<file path="config.mk">
export PLATFORM = sky130hd
export DESIGN_NAME = jcj_mac
export DESIGN_NICKNAME = d
export VERILOG_FILES = /design/src/hw/rtl/jcj_pkg.sv /design/src/hw/rtl/jcj_mac.sv
export SDC_FILE = /design/constraint.sdc
export NUM_CORES = 2
export LEC_CHECK = 0
export ABC_AREA = 1
export ABC_CLOCK_PERIOD_IN_PS = 8800
export BUFFER_PORTS_ARGS = -buffer_cell sky130_fd_sc_hd__buf_2
export CAP_MARGIN = 20
export CORE_ASPECT_RATIO = 0.9
export CORE_MARGIN = 2
export CORE_UTILIZATION = 41
export CTS_CLUSTER_SIZE = 14
export DETAILED_ROUTE_END_ITERATION = 7
export SYNTH_ARGS = -nofsm -noshare
export SYNTH_HDL_FRONTEND = slang
export SYNTH_SLANG_ARGS = --single-unit
</file>
<file path="constraint.sdc">
create_clock -name clock -period 8.8 [get_ports clock]
set_input_delay 0.44 -clock clock [delete_from_list [all_inputs] [get_ports clock]]
set_output_delay 0.44 -clock clock [all_outputs]
set_load 0.1 [all_outputs]
</file>
<file path="src/hw/rtl/jcj_pkg.sv">
// ----------------------------------------------------------------------------
// jcj_pkg
// shared constants, codes and pipeline types of the joint chain jacobian core
// ----------------------------------------------------------------------------
package jcj_pkg;

   localparam int DEF_MAX_JOINTS = 3;
   localparam int DEF_FRAC_BITS  = 16;
   localparam int DATA_W         = 32;
   // wide enough for every chain address up to eight joints
   localparam int DEST_W         = 7;
   localparam int SEL_W          = 3;

   // request codes
   localparam logic [1:0] REQ_LOAD    = 2'd0;
   localparam logic [1:0] REQ_COMPUTE = 2'd1;
   localparam logic [1:0] REQ_CLEAR   = 2'd2;

   // result status codes
   localparam logic [1:0] STAT_OK       = 2'd0;
   localparam logic [1:0] STAT_EMPTY    = 2'd1;
   localparam logic [1:0] STAT_OVERFLOW = 2'd2;

   // one product entering the multiply-accumulate pipeline
   typedef struct packed {
      logic              valid;
      logic              first;
      logic              last;
      logic              sub;
      logic              is_cross;
      logic [SEL_W-1:0]  sel;
      logic [DEST_W-1:0] dest;
   } mac_tag_type;

   // one finished, saturated sum leaving the pipeline
   typedef struct packed {
      logic                     valid;
      logic                     busy;
      logic                     is_cross;
      logic [DEST_W-1:0]        dest;
      logic signed [DATA_W-1:0] value;
   } mac_res_type;

endpackage

</file>
<file path="src/hw/rtl/jcj_mac.sv">
// ----------------------------------------------------------------------------
// jcj_mac
// shared multiplier with floor shift, accumulator and 32-bit saturation
// ----------------------------------------------------------------------------
module jcj_mac #(
   parameter int FRAC_BITS = jcj_pkg::DEF_FRAC_BITS
) (
   input  logic                      clock,
   input  logic                      reset,
   input  jcj_pkg::mac_tag_type      in_tag,
   input  logic signed [31:0]        op_a,
   input  logic signed [31:0]        op_b,
   output jcj_pkg::mac_res_type      res
);
   import jcj_pkg::*;

   localparam int ACC_W = 2 * DATA_W - FRAC_BITS + 2;
   localparam logic signed [ACC_W-1:0] SAT_HI = {{(ACC_W-32){1'b0}}, 32'h7fffffff};
   localparam logic signed [ACC_W-1:0] SAT_LO = {{(ACC_W-32){1'b1}}, 32'h80000000};

   mac_tag_type             tag_ff;
   logic signed [63:0]      prod_ff, prod_in;
   logic signed [ACC_W-1:0] acc_ff, acc_in, acc_base, shifted;
   logic signed [31:0]      sat_value;

   // product, floor shift and accumulate
   always_comb begin
      prod_in  = op_a * op_b;
      shifted  = signed'(ACC_W'(prod_ff >>> FRAC_BITS));
      acc_base = tag_ff.first ? '0 : acc_ff;
      acc_in   = tag_ff.sub ? acc_base - shifted : acc_base + shifted;
      if (acc_in > SAT_HI) begin
         sat_value = 32'sh7fffffff;
      end else if (acc_in < SAT_LO) begin
         sat_value = 32'sh80000000;
      end else begin
         sat_value = signed'(acc_in[31:0]);
      end
   end

   always_ff @(posedge clock) begin
      if (reset) begin
         tag_ff <= '0;
      end else begin
         tag_ff <= in_tag;
      end
      prod_ff <= prod_in;
      if (tag_ff.valid) begin
         acc_ff <= acc_in;
      end
   end

   assign res.valid    = tag_ff.valid & tag_ff.last;
   assign res.busy     = tag_ff.valid;
   assign res.is_cross = tag_ff.is_cross;
   assign res.dest     = tag_ff.dest;
   assign res.value    = sat_value;

endmodule
</file>
==> flow_metrics.py <==
metrics = {
    "layout": {
        "syn_to_final_growth_pct": 5.183,
        "register_area_mm2": 0.002705,
        "multi_input_area_mm2": 0.03600,
        "nets": 7575,
        "antennaDiodeCount": 0,
        "drive_above_1_share": 0.04574,
        "num-fill-cells": 11574,
    },
    "worst_setup_path": {
        "critPathMaxFanout": 16,
        "r2r-start": "prod_ff[16]",
        "end_kind": "register",
        "crit_chain": "buf_2 > nand2_1 > inv_1 > fa_1 > fa_1 > fa_1 > buf_4 > fa_1 > fa_1 > fa_1 > fa_1 > fa_1 > ha_1 > nand2_1 > nor2_1 > inv_1 > nor2_1 > inv_1 > nor3_1 > nand4_1 > o211ai_1 > xor2_1",
        "start_kind": "primary input",
        "worst-endpoint-required_ns": 9.09,
        "worst-r2r-setup-slack_ns": 4.18,
        "path_class": "primary input to register",
        "r2r_cells": 26,
        "crit_slowest_cell": "fa_1",
        "critPathMostFrequentCell": "fa_1",
        "worstPathArrival_ns": 8.21,
        "slowest_delay_ns": 0.84,
        "r2r-end": "acc_ff[49]",
    },
    "grt": {
        "grt_pass1_wl_mm": 218.7,
        "globalRouteOverflowTotal": 0,
        "grt_pass1_vias": 39261,
        "gr-usage-all-layers": 0.2373,
        "antenna_found_initial": 4,
        "grt_max_degree": 52,
    },
    "sta": {
        "slew_violations": 0,
        "setup_viol_count_final": 0,
        "max_slew_margin": 0.3172,
        "finalHoldViolCount": 0,
        "max_freq_mhz": 126.4,
        "finalSetupTns_ns": 0,
        "rsz0062_at_grt": "no",
        "period_needed_ns": 7.913,
        "fin_skew_ns": 0.01459,
        "post-route-period-util": 0.8992,
        "tightest_slew_ns": 1.023,
    },
    "yosys": {
        "yosysSeqAreaShare": 0.05762,
        "synth_top_area_frac": 0.4618,
        "syn_area_mm2": 0.04690,
        "syn_nets": 7591,
        "synth_edf_count": 50,
        "yosysWarningCount": 0,
        "avgSynthCellArea_um2": 7.568,
        "synth.top_cells.by_count": "1930 x inv_1, 1684 x nand2_1, 1082 x fa_1, 313 x nor2_1, 230 x ha_1",
        "synthTopCellsByArea": "fa_1 46%, inv_1 15%, nand2_1 13%",
        "synth.most_common_cell": "inv_1",
        "ys.flop_type": "dfxtp_1",
        "yosys.area.top_type": "fa_1",
        "synthArstFlopShare": 0,
        "synth-seq-cells": 110,
        "yosysUniqueCellTypes": 52,
        "synthCells": 6198,
    },
    "clock_tree": {
        "numCtsBuffers": 9,
        "post_cts_resized": 0,
        "cts-root-buf": "clkbuf_16",
        "cts_max_level": 3,
        "clock_sinks": 110,
        "clkLatencyLatePin_ns": 0.38,
        "path_clk_slew_ns": 0.08,
        "clk_path_buf_depth": 2,
        "cts_tree": "done",
        "ctsHoldBuffers": 0,
        "cts_setup_buffers": 0,
    },
    "hold_path": {
        "hp-start": "in_tag[6]",
        "hold_path_class": "primary input to register",
        "worstHoldPathCells": 3,
        "hold-path-endpoint": "res[38]",
    },
    "floorplan": {
        "start_util": 0.4140,
        "rows": 117,
        "die_area_mm2": 0.1171,
        "chipHeight_um": 324.9,
        "ios": 123,
        "die_w_um": 360.5,
        "coreArea_mm2": 0.1133,
    },
    "detailed_routing": {
        "via_per_inst": 4.802,
        "wl_per_cell_um": 17.50,
        "drcViolationCount": 0,
        "drtIter0Drc": 2826,
        "drt_wl_total_mm": 134.3,
        "num_vias": 36854,
        "ant_nets": 0,
        "drtPass1Iterations": 6,
    },
    "run": {
        "drv_cap": 0,
    },
    "outcome": {
        "status": "complete, no violations",
    },
    "placed_design": {
        "gp_congestion": 0.9522,
        "numPortBuffers": 119,
        "dpl.hpwl_mm": 116.8,
    },
}
-- cells in the final DEF, fill, tap and decap left out, types with 6 or more instances in the layout --
cell       count
nor4_1         8
nor3_2        10
or2_2          6
nand3_1       78
nor3_1        26
nor2_2        20
edfxtp_1      50
a31oi_1       16
xor2_1        87
xnor2_1       51
ha_1         230
nand2_1     1684
o21a_1        11
nor2_1       313
inv_2         14
buf_4         70
inv_1       1930
clkbuf_16      9
a21oi_1      130
o21ai_0       79
o21bai_1       7
nand2_2       14
buf_2        119
nand4_1       32
fa_1        1082
dfxtp_1       58
-- layout make-up --
cell class                 count  share of cell area
sequential                   110             0.05483
clock buffer                  11            0.004920
multi-input combinational   3925              0.7298
tap                         1487             0.03771
inverter                    1945              0.1480
clock inverter                 5            0.001243
timing repair buffer         191             0.02354
-- critical path: cells and delay by family --
family                   cells  cell delay, ns
XOR/XNOR                     1            0.23
AND/OR/NAND/NOR              6            1.36
buffers and inverters        5            1.01
adder cells (fa/ha/maj)      9            4.82
AO/OA/AOI/OAI                1            0.33
-- sequential cells by signal, summed over array words and instances, names as in the netlist --
| name | count |
|---|---|
| acc_ff | 50 |
| tag_ff | 3 |
| prod_ff | 48 |
| res | 9 |
-- layer usage --
layer	track usage	vias to the layer above	share of wire
met4	0.04903	2	0.021
met3	0.03450	161	0.068
met2	0.3774	1129	0.45
met1	0.3446	18303	0.46
met5	0	-	0.000060
li1	-	17259	-
-- logic make-up after synthesis --
logic type,share of synthesized area
fa+ha+maj,0.5232
simple gates,0.1866
buf+inv,0.1748
flops,0.05762
compound gates,0.03172
xor+xnor,0.02612
-- worst max path at each step --
stage / startpoint / to / slack [ns] / depth (start not counted)
after floorplan: op_a[31] / prod_ff[62] / 1.49 / 26
after global placement: op_b[2] / prod_ff[57] / 0.74 / 24
after detailed placement: op_b[2] / prod_ff[46] / 0.69 / 22
after CTS: op_b[2] / prod_ff[46] / 1.04 / 22
after global routing: op_a[31] / prod_ff[46] / 0.58 / 22
final: op_b[2] / prod_ff[46] / 0.89 / 22
-- per-stage QoR --
stage          hold WS (ns)  utilization  setup WS, ns  cells  area, um2
2_1_floorplan        0.5112            -         1.494   6198      46900
3_3_place_gp         0.6398       0.4327        0.7415   7658      49030
3_5_place_dp         0.6465       0.4327        0.6905   7658      49030
4_1_cts              0.2417       0.4354         1.041   7674      49330
5_1_grt              0.2502       0.4354        0.5812   7674      49330
6_report             0.2562       0.4354        0.8874   7674      49330
Power is not shown: default switching activity piles up to over one toggle a cycle in this logic, so the estimate is an artifact.
